### src/fbs_pkg.sv
// Shared types, constants and helper functions of the face box smoother.
`default_nettype none

package fbs_pkg;

    localparam int DET_W      = 10;
    localparam int HIST_W     = 14;
    localparam int OUT_W      = 13;
    localparam int SCALE_W    = 5;
    localparam int FRAME_W    = 13;
    localparam int CFG_IDX_W  = 2;
    localparam int CFG_DATA_W = 13;
    localparam int WINDOW_DEF = 7;

    localparam logic [HIST_W-1:0]  HIST_MAX = 14'd16383;
    localparam logic [OUT_W-1:0]   OUT_MAX  = 13'd8191;

    localparam logic [SCALE_W-1:0] SCALE_RST = 5'd7;
    localparam logic [FRAME_W-1:0] WIDTH_RST = 13'd1920;
    localparam logic [FRAME_W-1:0] HEIGHT_RST = 13'd1080;

    // Configuration register indexes
    localparam logic [CFG_IDX_W-1:0] REG_SCALE_UP     = 2'd0;
    localparam logic [CFG_IDX_W-1:0] REG_FRAME_WIDTH  = 2'd1;
    localparam logic [CFG_IDX_W-1:0] REG_FRAME_HEIGHT = 2'd2;

    // Coordinate slots of a box
    localparam logic [1:0] C_LEFT   = 2'd0;
    localparam logic [1:0] C_TOP    = 2'd1;
    localparam logic [1:0] C_RIGHT  = 2'd2;
    localparam logic [1:0] C_BOTTOM = 2'd3;

    typedef logic [3:0][DET_W-1:0]  t_det_box;
    typedef logic [3:0][HIST_W-1:0] t_box;

    // floor(n / 5) by reciprocal, exact for any 15-bit n
    function automatic logic [HIST_W-1:0] div5(input logic [HIST_W:0] n);
        logic [31:0] prod;
        prod = 32'(n) * 32'd52429;
        return prod[18 +: HIST_W];
    endfunction

    // Clamp a scaled coordinate to the output range.
    function automatic logic [OUT_W-1:0] sat_out(input logic [HIST_W-1:0] v);
        return v[HIST_W-1] ? OUT_MAX : v[OUT_W-1:0];
    endfunction

endpackage

`default_nettype wire

### src/fbs_det_if.sv
// Detection input channel: valid/ready handshake with one face box.
`default_nettype none

interface fbs_det_if;
    logic       valid;
    logic       ready;
    logic       face_found;
    logic [9:0] det_left;
    logic [9:0] det_top;
    logic [9:0] det_right;
    logic [9:0] det_bottom;

    modport source (output valid, face_found, det_left, det_top, det_right, det_bottom,
                    input ready);
    modport sink   (input valid, face_found, det_left, det_top, det_right, det_bottom,
                    output ready);
endinterface

`default_nettype wire

### src/fbs_roi_if.sv
// Region output channel: valid/ready handshake with one region of interest.
`default_nettype none

interface fbs_roi_if;
    logic        valid;
    logic        ready;
    logic        roi_valid;
    logic [12:0] roi_left;
    logic [12:0] roi_top;
    logic [12:0] roi_right;
    logic [12:0] roi_bottom;

    modport source (output valid, roi_valid, roi_left, roi_top, roi_right, roi_bottom,
                    input ready);
    modport sink   (input valid, roi_valid, roi_left, roi_top, roi_right, roi_bottom,
                    output ready);
endinterface

`default_nettype wire

### src/fbs_hist.sv
// Box history: shift line of the last WINDOW boxes with running coordinate sums.
`default_nettype none

module fbs_hist #(
    parameter int WINDOW = fbs_pkg::WINDOW_DEF
) (
    input  wire logic        i_clk,
    input  wire logic        i_rst_n,
    input  wire logic        i_push,
    input  fbs_pkg::t_box    i_box,
    output logic             o_full,
    output logic [3:0][fbs_pkg::HIST_W+$clog2(WINDOW)-1:0] o_sum
);

    localparam int SUMW = fbs_pkg::HIST_W + $clog2(WINDOW);
    localparam int CNTW = $clog2(WINDOW + 1);

    fbs_pkg::t_box                r_hist [WINDOW];
    logic [CNTW-1:0]              r_cnt;
    logic [3:0][SUMW-1:0]         r_sum;
    logic [3:0][SUMW-1:0]         n_sum;

    assign o_full = (r_cnt == CNTW'(WINDOW));
    assign o_sum  = r_sum;

    // add the new box, drop the oldest once the window is full
    always_comb begin
        for (int c = 0; c < 4; c++) begin
            n_sum[c] = r_sum[c] + SUMW'(i_box[c])
                     - (o_full ? SUMW'(r_hist[0][c]) : SUMW'(0));
        end
    end

    always_ff @(posedge i_clk) begin
        if (!i_rst_n) begin
            r_cnt <= '0;
            r_sum <= '0;
        end else if (i_push) begin
            r_sum <= n_sum;
            if (!o_full) begin
                r_cnt <= r_cnt + CNTW'(1);
            end
        end
    end

    // oldest entry at slot 0 once the window is full
    always_ff @(posedge i_clk) begin
        if (i_push) begin
            for (int i = 0; i < WINDOW - 1; i++) begin
                r_hist[i] <= r_hist[i + 1];
            end
            r_hist[WINDOW - 1] <= i_box;
        end
    end

endmodule

`default_nettype wire

### src/face_box_smoother_roi.sv
// Top level of the face box smoother with region-of-interest shrink.
`default_nettype none

// Takes one detected face box per transfer on i_det, scales it to frame
// pixels by scale_up and smooths it over the last WINDOW boxes: until WINDOW
// boxes have been seen the current box is used, afterwards the floored mean
// of the stored boxes (taken before the current box enters). The chosen box
// is shrunk to a region of interest and sent on o_roi; a transfer without a
// face, or one whose box or region is empty, yields roi_valid = 0 and zero
// coordinates. Throughput is one transfer per clock while o_roi is ready; each
// result passes in order through the registers of the pipeline (input
// register, scale multiply, history update, reciprocal multiply, remainder
// correction, corner ordering, divide-by-five multiplies, edge revert, output
// register). Each stage holds independently, so bubbles close up while the
// output waits. Write the configuration registers only while no transfer is
// in flight.
module face_box_smoother_roi #(
    parameter int WINDOW = fbs_pkg::WINDOW_DEF
) (
    input  wire logic                            i_clk,
    input  wire logic                            i_rst_n,
    input  wire logic                            i_cfg_we,
    input  wire logic [fbs_pkg::CFG_IDX_W-1:0]   i_cfg_idx,
    input  wire logic [fbs_pkg::CFG_DATA_W-1:0]  i_cfg_data,
    fbs_det_if.sink                              i_det,
    fbs_roi_if.source                            o_roi
);

    localparam int HW   = fbs_pkg::HIST_W;
    localparam int OW   = fbs_pkg::OUT_W;
    localparam int SUMW = HW + $clog2(WINDOW);
    localparam int PRDW = 2 * SUMW + 1;
    localparam int NST  = 8;

    // floor(2^SUMW / WINDOW): the quotient estimate is low by at most one
    localparam logic [SUMW:0]   RECIP = (SUMW + 1)'((64'd1 << SUMW) / WINDOW);
    localparam logic [SUMW-1:0] WIN_C = SUMW'(WINDOW);

    // ---------------------------------------------------------------------
    // Configuration registers
    // ---------------------------------------------------------------------
    logic [fbs_pkg::SCALE_W-1:0] r_scale;
    logic [fbs_pkg::FRAME_W-1:0] r_fw;
    logic [fbs_pkg::FRAME_W-1:0] r_fh;

    always_ff @(posedge i_clk) begin
        if (!i_rst_n) begin
            r_scale <= fbs_pkg::SCALE_RST;
            r_fw    <= fbs_pkg::WIDTH_RST;
            r_fh    <= fbs_pkg::HEIGHT_RST;
        end else if (i_cfg_we) begin
            unique case (i_cfg_idx)
                fbs_pkg::REG_SCALE_UP:     r_scale <= i_cfg_data[fbs_pkg::SCALE_W-1:0];
                fbs_pkg::REG_FRAME_WIDTH:  r_fw    <= i_cfg_data;
                fbs_pkg::REG_FRAME_HEIGHT: r_fh    <= i_cfg_data;
                default: ;  // no register there, drop the write
            endcase
        end
    end

    // ---------------------------------------------------------------------
    // Pipeline flow control: stage k loads whenever it is empty or moves on
    // ---------------------------------------------------------------------
    logic [NST:1]   r_vld;
    logic [NST+1:1] w_rdy;
    logic           r_ov;

    always_comb begin
        w_rdy[NST+1] = !r_ov || o_roi.ready;
        for (int k = NST; k >= 1; k--) begin
            w_rdy[k] = !r_vld[k] || w_rdy[k+1];
        end
    end

    assign i_det.ready = w_rdy[1];

    always_ff @(posedge i_clk) begin
        if (!i_rst_n) begin
            r_vld <= '0;
            r_ov  <= 1'b0;
        end else begin
            if (w_rdy[1]) begin
                r_vld[1] <= i_det.valid;
            end
            for (int k = 2; k <= NST; k++) begin
                if (w_rdy[k]) begin
                    r_vld[k] <= r_vld[k-1];
                end
            end
            if (w_rdy[NST+1]) begin
                r_ov <= r_vld[NST];
            end
        end
    end

    // ---------------------------------------------------------------------
    // Stage 1: capture the detection
    // ---------------------------------------------------------------------
    logic              r_p1_face;
    fbs_pkg::t_det_box r_p1_det;

    always_ff @(posedge i_clk) begin
        if (w_rdy[1]) begin
            r_p1_face                <= i_det.face_found;
            r_p1_det[fbs_pkg::C_LEFT]   <= i_det.det_left;
            r_p1_det[fbs_pkg::C_TOP]    <= i_det.det_top;
            r_p1_det[fbs_pkg::C_RIGHT]  <= i_det.det_right;
            r_p1_det[fbs_pkg::C_BOTTOM] <= i_det.det_bottom;
        end
    end

    // ---------------------------------------------------------------------
    // Stage 2: scale to frame pixels, saturate at the history range
    // ---------------------------------------------------------------------
    logic          r_p2_face;
    fbs_pkg::t_box r_p2_box;
    fbs_pkg::t_box w_scaled;
    logic [3:0][HW:0] w_prod;

    always_comb begin
        for (int c = 0; c < 4; c++) begin
            w_prod[c]   = (HW + 1)'(r_p1_det[c]) * (HW + 1)'(r_scale);
            w_scaled[c] = w_prod[c][HW] ? fbs_pkg::HIST_MAX : w_prod[c][HW-1:0];
        end
    end

    always_ff @(posedge i_clk) begin
        if (w_rdy[2]) begin
            r_p2_face <= r_p1_face;
            r_p2_box  <= w_scaled;
        end
    end

    // ---------------------------------------------------------------------
    // Stage 3: snapshot the history sums, then push the current box
    // ---------------------------------------------------------------------
    logic                 w_push;
    logic                 w_full;
    logic [3:0][SUMW-1:0] w_sum;

    // only a face moves the history
    assign w_push = r_vld[2] && w_rdy[3] && r_p2_face;

    fbs_hist #(
        .WINDOW (WINDOW)
    ) u_hist (
        .i_clk   (i_clk),
        .i_rst_n (i_rst_n),
        .i_push  (w_push),
        .i_box   (r_p2_box),
        .o_full  (w_full),
        .o_sum   (w_sum)
    );

    logic                 r_p3_face;
    logic                 r_p3_full;
    logic [3:0][SUMW-1:0] r_p3_sum;
    fbs_pkg::t_box        r_p3_box;

    always_ff @(posedge i_clk) begin
        if (w_rdy[3]) begin
            r_p3_face <= r_p2_face;
            r_p3_full <= w_full;
            r_p3_sum  <= w_sum;
            r_p3_box  <= r_p2_box;
        end
    end

    // ---------------------------------------------------------------------
    // Stage 4: quotient estimate of sum / WINDOW by reciprocal multiply
    // ---------------------------------------------------------------------
    logic [3:0][PRDW-1:0] w_qprod;
    logic                 r_p4_face;
    logic                 r_p4_full;
    logic [3:0][HW-1:0]   r_p4_qe;
    logic [3:0][SUMW-1:0] r_p4_sum;
    fbs_pkg::t_box        r_p4_box;

    always_comb begin
        for (int c = 0; c < 4; c++) begin
            w_qprod[c] = PRDW'(r_p3_sum[c]) * PRDW'(RECIP);
        end
    end

    always_ff @(posedge i_clk) begin
        if (w_rdy[4]) begin
            r_p4_face <= r_p3_face;
            r_p4_full <= r_p3_full;
            r_p4_sum  <= r_p3_sum;
            r_p4_box  <= r_p3_box;
            for (int c = 0; c < 4; c++) begin
                r_p4_qe[c] <= w_qprod[c][SUMW +: HW];
            end
        end
    end

    // ---------------------------------------------------------------------
    // Stage 5: correct the estimate, choose mean or current box
    // ---------------------------------------------------------------------
    logic [3:0][SUMW-1:0] w_rem;
    fbs_pkg::t_box        w_choice;
    logic                 r_p5_face;
    fbs_pkg::t_box        r_p5_box;

    always_comb begin
        for (int c = 0; c < 4; c++) begin
            w_rem[c]    = r_p4_sum[c] - SUMW'(SUMW'(r_p4_qe[c]) * WIN_C);
            w_choice[c] = r_p4_full
                        ? r_p4_qe[c] + HW'(w_rem[c] >= WIN_C)
                        : r_p4_box[c];
        end
    end

    always_ff @(posedge i_clk) begin
        if (w_rdy[5]) begin
            r_p5_face <= r_p4_face;
            r_p5_box  <= w_choice;
        end
    end

    // ---------------------------------------------------------------------
    // Stage 6: order the corners, take width and height
    // ---------------------------------------------------------------------
    logic [HW-1:0] w_x0, w_x1, w_y0, w_y1;
    logic          r_p6_ok;
    logic [HW-1:0] r_p6_x0, r_p6_x1, r_p6_y0, r_p6_y1, r_p6_w, r_p6_h;

    always_comb begin
        if (r_p5_box[fbs_pkg::C_LEFT] > r_p5_box[fbs_pkg::C_RIGHT]) begin
            w_x0 = r_p5_box[fbs_pkg::C_RIGHT];
            w_x1 = r_p5_box[fbs_pkg::C_LEFT];
        end else begin
            w_x0 = r_p5_box[fbs_pkg::C_LEFT];
            w_x1 = r_p5_box[fbs_pkg::C_RIGHT];
        end
        if (r_p5_box[fbs_pkg::C_TOP] > r_p5_box[fbs_pkg::C_BOTTOM]) begin
            w_y0 = r_p5_box[fbs_pkg::C_BOTTOM];
            w_y1 = r_p5_box[fbs_pkg::C_TOP];
        end else begin
            w_y0 = r_p5_box[fbs_pkg::C_TOP];
            w_y1 = r_p5_box[fbs_pkg::C_BOTTOM];
        end
    end

    always_ff @(posedge i_clk) begin
        if (w_rdy[6]) begin
            // an empty box gives no region
            r_p6_ok <= r_p5_face && (w_x0 != w_x1) && (w_y0 != w_y1);
            r_p6_x0 <= w_x0;
            r_p6_x1 <= w_x1;
            r_p6_y0 <= w_y0;
            r_p6_y1 <= w_y1;
            r_p6_w  <= w_x1 - w_x0;
            r_p6_h  <= w_y1 - w_y0;
        end
    end

    // ---------------------------------------------------------------------
    // Stage 7: shrink amounts w/5, ceil(w/5), h/2, ceil(h/10)
    // ---------------------------------------------------------------------
    logic [HW:0]   w_h9;
    logic          r_p7_ok;
    logic [HW-1:0] r_p7_x0, r_p7_x1, r_p7_y0, r_p7_y1;
    logic [HW-1:0] r_p7_dl, r_p7_dr, r_p7_dt, r_p7_db;

    // ceil(h/10) = floor(floor((h + 9) / 2) / 5)
    assign w_h9 = (HW + 1)'(r_p6_h) + (HW + 1)'(9);

    always_ff @(posedge i_clk) begin
        if (w_rdy[7]) begin
            r_p7_ok <= r_p6_ok;
            r_p7_x0 <= r_p6_x0;
            r_p7_x1 <= r_p6_x1;
            r_p7_y0 <= r_p6_y0;
            r_p7_y1 <= r_p6_y1;
            r_p7_dl <= fbs_pkg::div5({1'b0, r_p6_w});
            r_p7_dr <= fbs_pkg::div5((HW + 1)'(r_p6_w) + (HW + 1)'(4));
            r_p7_dt <= r_p6_h >> 1;
            r_p7_db <= fbs_pkg::div5({1'b0, w_h9[HW:1]});
        end
    end

    // ---------------------------------------------------------------------
    // Stage 8: move the edges, revert left or top at zero and right or bottom outside the frame
    // ---------------------------------------------------------------------
    logic [HW-1:0] w_nl, w_nt, w_nr, w_nb;
    logic          r_p8_ok;
    logic [HW-1:0] r_p8_nl, r_p8_nt, r_p8_nr, r_p8_nb;

    always_comb begin
        w_nl = r_p7_x0 + r_p7_dl;
        if (w_nl == '0) begin
            w_nl = r_p7_x0;
        end
        w_nt = r_p7_y0 + r_p7_dt;
        if (w_nt == '0) begin
            w_nt = r_p7_y0;
        end
        w_nr = r_p7_x1 - r_p7_dr;
        if (w_nr >= HW'(r_fw)) begin
            w_nr = r_p7_x1;
        end
        w_nb = r_p7_y1 - r_p7_db;
        if (w_nb >= HW'(r_fh)) begin
            w_nb = r_p7_y1;
        end
    end

    always_ff @(posedge i_clk) begin
        if (w_rdy[8]) begin
            r_p8_ok <= r_p7_ok;
            r_p8_nl <= w_nl;
            r_p8_nt <= w_nt;
            r_p8_nr <= w_nr;
            r_p8_nb <= w_nb;
        end
    end

    // ---------------------------------------------------------------------
    // Output register: order, saturate, blank an empty region
    // ---------------------------------------------------------------------
    logic [OW-1:0] w_a0, w_a1, w_c0, w_c1;
    logic          w_keep;
    logic          r_ok;
    logic [OW-1:0] r_left, r_top, r_right, r_bottom;

    always_comb begin
        w_a0   = fbs_pkg::sat_out((r_p8_nl < r_p8_nr) ? r_p8_nl : r_p8_nr);
        w_a1   = fbs_pkg::sat_out((r_p8_nl < r_p8_nr) ? r_p8_nr : r_p8_nl);
        w_c0   = fbs_pkg::sat_out((r_p8_nt < r_p8_nb) ? r_p8_nt : r_p8_nb);
        w_c1   = fbs_pkg::sat_out((r_p8_nt < r_p8_nb) ? r_p8_nb : r_p8_nt);
        w_keep = r_p8_ok && (w_a0 != w_a1) && (w_c0 != w_c1);
    end

    always_ff @(posedge i_clk) begin
        if (w_rdy[NST+1]) begin
            r_ok     <= w_keep;
            r_left   <= w_keep ? w_a0 : '0;
            r_top    <= w_keep ? w_c0 : '0;
            r_right  <= w_keep ? w_a1 : '0;
            r_bottom <= w_keep ? w_c1 : '0;
        end
    end

    assign o_roi.valid      = r_ov;
    assign o_roi.roi_valid  = r_ok;
    assign o_roi.roi_left   = r_left;
    assign o_roi.roi_top    = r_top;
    assign o_roi.roi_right  = r_right;
    assign o_roi.roi_bottom = r_bottom;

endmodule

`default_nettype wire

### src/flat_wrapper.sv
// flat-port wrapper written by rule: the top's interface ports become plain ports
module face_box_smoother_roi_flat 
#(
    parameter int WINDOW = fbs_pkg::WINDOW_DEF
)
  (i_clk, i_rst_n, i_cfg_we, i_cfg_idx, i_cfg_data, i_det_valid, i_det_face_found, i_det_det_left, i_det_det_top, i_det_det_right, i_det_det_bottom, i_det_ready, o_roi_valid, o_roi_roi_valid, o_roi_roi_left, o_roi_roi_top, o_roi_roi_right, o_roi_roi_bottom, o_roi_ready);
  fbs_det_if i_det_i ();
  fbs_roi_if o_roi_i ();
  input  wire logic i_clk;
  input  wire logic i_rst_n;
  input  wire logic i_cfg_we;
  input  wire logic [fbs_pkg::CFG_IDX_W-1:0] i_cfg_idx;
  input  wire logic [fbs_pkg::CFG_DATA_W-1:0] i_cfg_data;
  input wire logic [$bits(i_det_i.valid)-1:0] i_det_valid;
  input wire logic [$bits(i_det_i.face_found)-1:0] i_det_face_found;
  input wire logic [$bits(i_det_i.det_left)-1:0] i_det_det_left;
  input wire logic [$bits(i_det_i.det_top)-1:0] i_det_det_top;
  input wire logic [$bits(i_det_i.det_right)-1:0] i_det_det_right;
  input wire logic [$bits(i_det_i.det_bottom)-1:0] i_det_det_bottom;
  output wire logic [$bits(i_det_i.ready)-1:0] i_det_ready;
  output wire logic [$bits(o_roi_i.valid)-1:0] o_roi_valid;
  output wire logic [$bits(o_roi_i.roi_valid)-1:0] o_roi_roi_valid;
  output wire logic [$bits(o_roi_i.roi_left)-1:0] o_roi_roi_left;
  output wire logic [$bits(o_roi_i.roi_top)-1:0] o_roi_roi_top;
  output wire logic [$bits(o_roi_i.roi_right)-1:0] o_roi_roi_right;
  output wire logic [$bits(o_roi_i.roi_bottom)-1:0] o_roi_roi_bottom;
  input wire logic [$bits(o_roi_i.ready)-1:0] o_roi_ready;
  assign i_det_i.valid = i_det_valid;
  assign i_det_i.face_found = i_det_face_found;
  assign i_det_i.det_left = i_det_det_left;
  assign i_det_i.det_top = i_det_det_top;
  assign i_det_i.det_right = i_det_det_right;
  assign i_det_i.det_bottom = i_det_det_bottom;
  assign i_det_ready = i_det_i.ready;
  assign o_roi_valid = o_roi_i.valid;
  assign o_roi_roi_valid = o_roi_i.roi_valid;
  assign o_roi_roi_left = o_roi_i.roi_left;
  assign o_roi_roi_top = o_roi_i.roi_top;
  assign o_roi_roi_right = o_roi_i.roi_right;
  assign o_roi_roi_bottom = o_roi_i.roi_bottom;
  assign o_roi_i.ready = o_roi_ready;
  face_box_smoother_roi #(.WINDOW(WINDOW)) u_core (.i_clk(i_clk), .i_rst_n(i_rst_n), .i_cfg_we(i_cfg_we), .i_cfg_idx(i_cfg_idx), .i_cfg_data(i_cfg_data), .i_det(i_det_i), .o_roi(o_roi_i));
endmodule
### config.mk
export PLATFORM = sky130hd
export DESIGN_NAME = face_box_smoother_roi_flat
export DESIGN_NICKNAME = d
export VERILOG_FILES = /design/src/fbs_pkg.sv /design/src/fbs_det_if.sv /design/src/fbs_roi_if.sv /design/src/fbs_hist.sv /design/src/face_box_smoother_roi.sv /design/src/flat_wrapper.sv
export SDC_FILE = /design/constraint.sdc
export NUM_CORES = 2
export LEC_CHECK = 0
export BUFFER_PORTS_ARGS = -buffer_cell sky130_fd_sc_hd__buf_2
export CAP_MARGIN = 5
export CORE_MARGIN = 8
export CORE_UTILIZATION = 59
export CTS_BUF_LIST = sky130_fd_sc_hd__clkbuf_16
export DETAILED_ROUTE_END_ITERATION = 8
export HOLD_SLACK_MARGIN = 0.06
export PLACE_DENSITY = 0.78
export SLEW_MARGIN = 20
export SYNTH_ARGS = -nofsm -noshare
export SYNTH_HDL_FRONTEND = slang
export SYNTH_HIERARCHICAL = 1
export SYNTH_SLANG_ARGS = --single-unit
export TNS_END_PERCENT = 50
### constraint.sdc
create_clock -name i_clk -period 15.51 [get_ports i_clk]
set_input_delay 0.7755 -clock i_clk [delete_from_list [all_inputs] [get_ports i_clk]]
set_output_delay 0.7755 -clock i_clk [all_outputs]
set_load 0.02 [all_outputs]
# ---- Word-level counts from Yosys, hierarchy flattened
# Memory sizes are Yosys's and may differ from the RTL's.
# Index checks and enable logic that the tools add are counted.
dict set report totals {
  ff_bits 876
  ramBits 392
  inputBits 61
  out_inout_bits 55
  elab_cells 198
  n_memories 1
}
dict set report classes {
  add_sub_neg 25
  multipliers 15
  order_cmp 10
  n_eq_ne 7
  n_mux 26
  bitwise_logic 1
  n_reduce_logical 31
}
# memory words word_bits read_ports rd_clocked_by_memory_dff wr line
set memory_table {}
lappend memory_table {u_core.u_hist.r_hist 7 56 7 0 7 fbs_hist.sv:18} ;# fbs_pkg::t_box r_hist [WINDOW];
# operator n
set op_table {}
lappend op_table {{14-bit 2-to-1 mux} 20}
lappend op_table {{17-bit by 13-bit multiplier with 29-bit output (second input constant)} 4}
lappend op_table {{17-bit by 14-bit adder with 17-bit output} 4}
lappend op_table {{17-bit by 3-bit >= comparator with 1-bit output (second input constant)} 4}
lappend op_table {{14-bit by 3-bit multiplier with 17-bit output (second input constant)} 4}
lappend op_table {{17-bit by 14-bit subtractor with 17-bit output} 4}
lappend op_table {{17-bit subtractor} 4}
lappend op_table {{10-bit by 5-bit multiplier with 15-bit output} 4}
lappend op_table {{14-bit by 16-bit multiplier with 30-bit output (second input constant)} 2}
lappend op_table {{14-bit by 1-bit adder with 14-bit output} 4}
lappend op_table {{13-bit 2-to-1 mux} 4}
lappend op_table {{15-bit by 16-bit multiplier with 31-bit output (second input constant)} 1}
lappend op_table {{14-bit by 13-bit >= comparator with 1-bit output} 2}
lappend op_table {{14-bit greater-than comparator} 2}
lappend op_table {{14-bit zero test} 2}
lappend op_table {{14-bit < comparator} 2}
lappend op_table {{14-bit inequality test} 2}
lappend op_table {{14-bit subtractor} 2}
lappend op_table {{13-bit inequality test} 2}
lappend op_table {{14-bit by 3-bit adder with 15-bit output (second input constant)} 1}
lappend op_table {{14-bit by 4-bit adder with 15-bit output (second input constant)} 1}
lappend op_table {{14-bit by 12-bit adder with 14-bit output} 1}
lappend op_table {{14-bit by 13-bit adder with 14-bit output} 1}
lappend op_table {{14-bit by 12-bit subtractor with 14-bit output} 1}
lappend op_table {{12 further kinds} 37}

# ---- Depth between registers and ports, before layout
dict set report logic_depth {
  ltp_word 12
  depth_mapped 29
}

# ---- Hierarchy
# The synthesis kept the hierarchy.
# mod instances cells_each area_each_um2
set by_module_without_submodules {}
lappend by_module_without_submodules {face_box_smoother_roi 1 5902 65484.1}
lappend by_module_without_submodules {fbs_hist 1 1424 19792.7}

# ---- Worst setup path after synthesis
# OpenSTA, ideal clock, no wires.
dict set report synth_timing {
  kind {in2reg}
  from {input o_roi_ready}
  to {register u_core.u_hist.r_sum, in the netlist u_core/u_hist/o_sum[33]}
  setup_ns 0.062
  arrival_time_ns 14.585
  required_ns 15.448
  path_slack_ns 0.863
  cell_stages 12
  path_buffers 1
  cell_sequence {nor2b_1 > and3_1 > and2_1 > and3_1 > and2_1 > inv_1 > and3_1 > clkbuf_1 > inv_1 > or4_1 > a211o_1 > nand3_1}
}
dict set report synth_via {
  elab_chain_len 9
}
# element line
set synth_lines {}
lappend synth_lines {{start: declaration} flat_wrapper.sv:27} ;# input wire logic [$bits(o_roi_i.ready)-1:0] o_roi_ready;
lappend synth_lines {{1-bit logical OR} face_box_smoother_roi.sv:69} ;# w_rdy[NST+1] = !r_ov || o_roi.ready;
lappend synth_lines {{1-bit logical OR (6 in a row)} face_box_smoother_roi.sv:71} ;# w_rdy[k] = !r_vld[k] || w_rdy[k+1];
lappend synth_lines {{net u_core.w_rdy (one bit)} face_box_smoother_roi.sv:65} ;# logic [NST+1:1] w_rdy;
lappend synth_lines {{1-bit logical AND (2 in a row)} face_box_smoother_roi.sv:142} ;# assign w_push = r_vld[2] && w_rdy[3] && r_p2_face;
lappend synth_lines {{net u_core.w_push} face_box_smoother_roi.sv:137} ;# logic w_push;
lappend synth_lines {{end signal: assignment} fbs_hist.sv:39} ;# r_sum <= n_sum;
lappend synth_lines {{end: declaration} fbs_hist.sv:20} ;# logic [3:0][SUMW-1:0] r_sum;
# The timed path passes the listed nets, and every way through them passes these cells.
# A chain may end at the register's enable or synchronous reset.

# ---- Worst setup path in the final report
dict set report layout_timing {
  from {register u_core.r_p6_h[1]}
  to {register u_core.r_p7_db[11], data pin}
}
dict set report layout_via {
  elab_chain_len 2
}
# element line
set layout_lines {}
lappend layout_lines {{start: declaration} face_box_smoother_roi.sv:226} ;# logic [HW-1:0] r_p6_x0, r_p6_x1, r_p6_y0, r_p6_y1, r_p6_w, r_p6_h;
lappend layout_lines {{start signal: assignment} face_box_smoother_roi.sv:254} ;# r_p6_h <= w_y1 - w_y0;
lappend layout_lines {{14-bit by 4-bit adder with 15-bit output} face_box_smoother_roi.sv:267} ;# assign w_h9 = (HW + 1)'(r_p6_h) + (HW + 1)'(9);
lappend layout_lines {{14-bit by 16-bit multiplier with 30-bit output} fbs_pkg.sv:39} ;# prod = 32'(n) * 32'd52429;
lappend layout_lines {{end signal: assignment} face_box_smoother_roi.sv:279} ;# r_p7_db <= fbs_pkg::div5({1'b0, w_h9[HW:1]});
lappend layout_lines {{end: declaration} face_box_smoother_roi.sv:264} ;# logic [HW-1:0] r_p7_dl, r_p7_dr, r_p7_dt, r_p7_db;
# No other way between the ends.

==> results.tsv <==
stage	metric	value	unit
synthesis	synth_area	85300	um2
global_routing	grt-ovfl-total	0	
setup_path	worstPathArrival	8.42	ns
die	start_util	59.4	%
worst_hold_path	holdPathStages	1	
setup_path	critPathSlowestCell	fa_1	
finish	final_cells	9503	
clock_network	cts_sinks	1268	
clock_network	cts_root_buf	clkbuf_16	
synthesis	synth-main-ff-cell	edfxtp_1	
clock_network	cts_hold_buf	0	
setup_path	r2r_cells	28	
setup_path	cp.depth	28	
setup_path	path_buf_inv	5	
synthesis	seq_area_frac_synth	43.3	%
route	wire_per_inst	18.0	um
setup_path	crit_path_start_kind	flip-flop	
route	drtPass1Iterations	5	
timing	whs	0.196	ns
timing	finalClockSkew	0.0398	ns
synthesis	syn-num-nets	8981	
placed_design	gp_congestion	0.913	
timing	timing.final.crit_share	51.2	%
die	io_pins	116	
global_routing	grt_max_degree	116	
clock_network	htreeDepth	4	
route	num_vias	52400	
finish	final_core_util	64.5	%
synthesis	synth.distinct_cells	101	
global_routing	grt_antenna_before_repair	3	
route	route.detailed.drc	0	
route	antenna_left	0	
setup_path	worst_setup_path_end_kind	flip-flop	
timing	relSlewSlack	29.1	%
global_routing	grt_first_pass_wirelength	278	mm
route	drt_iter0_drc	3246	
placed_design	portBuffers	115	
die	die_w	396	um
synthesis	synth_edf_count	1157	
timing	max_clock_freq	0.126	GHz
setup_path	crit_family	adder cells	
timing	hold_viol	0	
status	status	finished, final reports clean	
finish	multiInputGateArea	42600	um2
timing	tightestPinTransition	1.06	ns
setup_path	critPathKind	reg2reg	
synthesis	ys_warn_count	6	
die	core	143000	um2
finish	nFillCells	10600	
timing	finalSetupViolCount	0	
route	finalWirelength	171	mm
clock_network	cts-buffers-inserted	139	
die	placementRows	139	
global_routing	grt_pass1_vias	54200	
finish	layout.area.seq	37000	um2
die	die_h	396	um
clock_network	clk_latency	0.76	ns
die	die_area	157000	um2
clock_network	path_clk_slew	0.06	ns
synthesis	ys_ff_latch	1268	
setup_path	cp_max_fo	5	
global_routing	track_usage	21.8	%
worst_hold_path	hp-class	in2reg	
synthesis	synth_area_per_cell	11.6	um2
clock_network	postCtsSetupRepairBufs	0	
clock_network	cts_tree	built	
finish	drive_above_1_share	6.78	%
clock_network	clockBufferDepth	3	
synthesis	async_flop_share	0	%
placed_design	dp_hpwl	133	mm
route	via_per_inst	5.51	
synthesis	postSynthCellCount	7326	
job	maxCapViolCount	0	
timing	min_period	7.93	ns
finish	syn_to_final_growth	8.48	%
clock_network	post_cts_resized	0	
setup_path	critPathMaxStageDelay	0.55	ns
placed_design	dp.cells	9247	
finish	nets	9140	
timing	rsz0062_at_grt	no	
timing	slew_viol_final	0	
setup_path	critical_path_required	16.00	ns
timing	tns	0	ns
[synthesized netlist by cell type, drive strengths merged (111+ instances only)]
library cell     n  share of area, %
nand2          382               1.7
inv           1385               6.1
dfxtp          111               2.6
fa             550                13
nor2           347               1.5
o21ai          193               1.1
edfxtp        1157                41
ha            1044                15
xnor2          252               2.6
a21o           134               1.2
a21oi          292               1.7
and2           162               1.2
[layer usage]
layer	up-vias	share of wire, %	wire length, um	GRT usage (%)
li1	25400	-	-	-
met1	25400	45	76200	29.3
met2	1186	48	81500	36.8
met3	309	4.2	7230	2.70
met4	0	3.4	5820	7.52
met5	-	0	0	0
[path summary, 6_finish.rpt]
| kind | start | endpoint | slack (ns) |
|---|---|---|---|
| max | u_core/r_p6_h[1] | u_core/r_p7_db[11] | 7.58 |
| min | i_det_det_right[6] | u_core/r_p1_det[26] | 0.20 |
| max reg2reg | u_core/r_p6_h[1] | u_core/r_p7_db[11] | 7.58 |
| min reg2reg | u_core/r_p6_x1[2] | u_core/r_p7_x1[2] | 0.41 |
[per-stage QoR]
stage	setup slack, ns	cell area, um2
finish	7.58	92500
CTS	7.57	92500
global route	7.12	92500
global placement	7.79	88000
detailed placement	7.58	88000
floorplan	0.863	85300
[worst reg2reg max path, delay by kind of cell, from the launching register on]
family,cells,cell delay [ns]
AOI/OAI and AO/OA,7,1.87
xor gates and xnor gates,1,0.23
adders and majority gates,8,3.44
buffers and inverters,5,0.40
DFF,1,0.40
and+or+nand+nor,7,1.34
[layout make-up]
class                      count  area share, %
multi-input combinational   4547           46.1
sequential                  1268           40.0
inverter                    1385           5.63
clock buffer                 140           3.79
tap                         1903           2.57
clock inverter               114           1.12
timing repair buffer         144          0.864
antenna                        2        0.00541
[layout by cell type (no fill, tap or decap), types with 114 or more instances in the layout]
cell type	synthesis	layout
inv_1	1385	1400
clkbuf_16	0	140
nand2_1	382	379
nor2_1	346	345
fa_1	550	550
a21oi_1	289	289
xnor2_1	252	252
a21o_1	132	132
ha_1	1044	1043
buf_2	3	114
edfxtp_1	1157	1157
and2_1	162	162
o21ai_0	185	182
[flip-flops by register name, summed over array words and instances, names as in the netlist, 40 cells and up]
name,flops
u_core/r_p4_box,56
u_core/r_p4_sum,68
u_core/r_p4_qe,56
u_core/r_p5_box,56
u_core/r_p3_sum,68
u_core/u_hist/o_sum,68
u_core/u_hist/r_hist,392
u_core/r_p1_det,40
u_core/r_p2_box,56
u_core/r_p3_box,56
[kinds of logic after synthesis]
| group | after synthesis | share of synthesized area, % |
|---|---|---|
| multiplexers | 103 | 1.29 |
| adder cells (fa/ha/maj) | 1594 | 28.2 |
| AO/OA/AOI/OAI | 1114 | 8.86 |
| buffers and inverters | 1511 | 6.72 |
| flip-flops | 1268 | 43.3 |
| AND/OR/NAND/NOR | 1383 | 7.93 |
| XOR/XNOR | 353 | 3.63 |
Power is left out: the tool's default activity adds up to more than one toggle a clock period on the data nets, which glitch-free logic cannot reach.
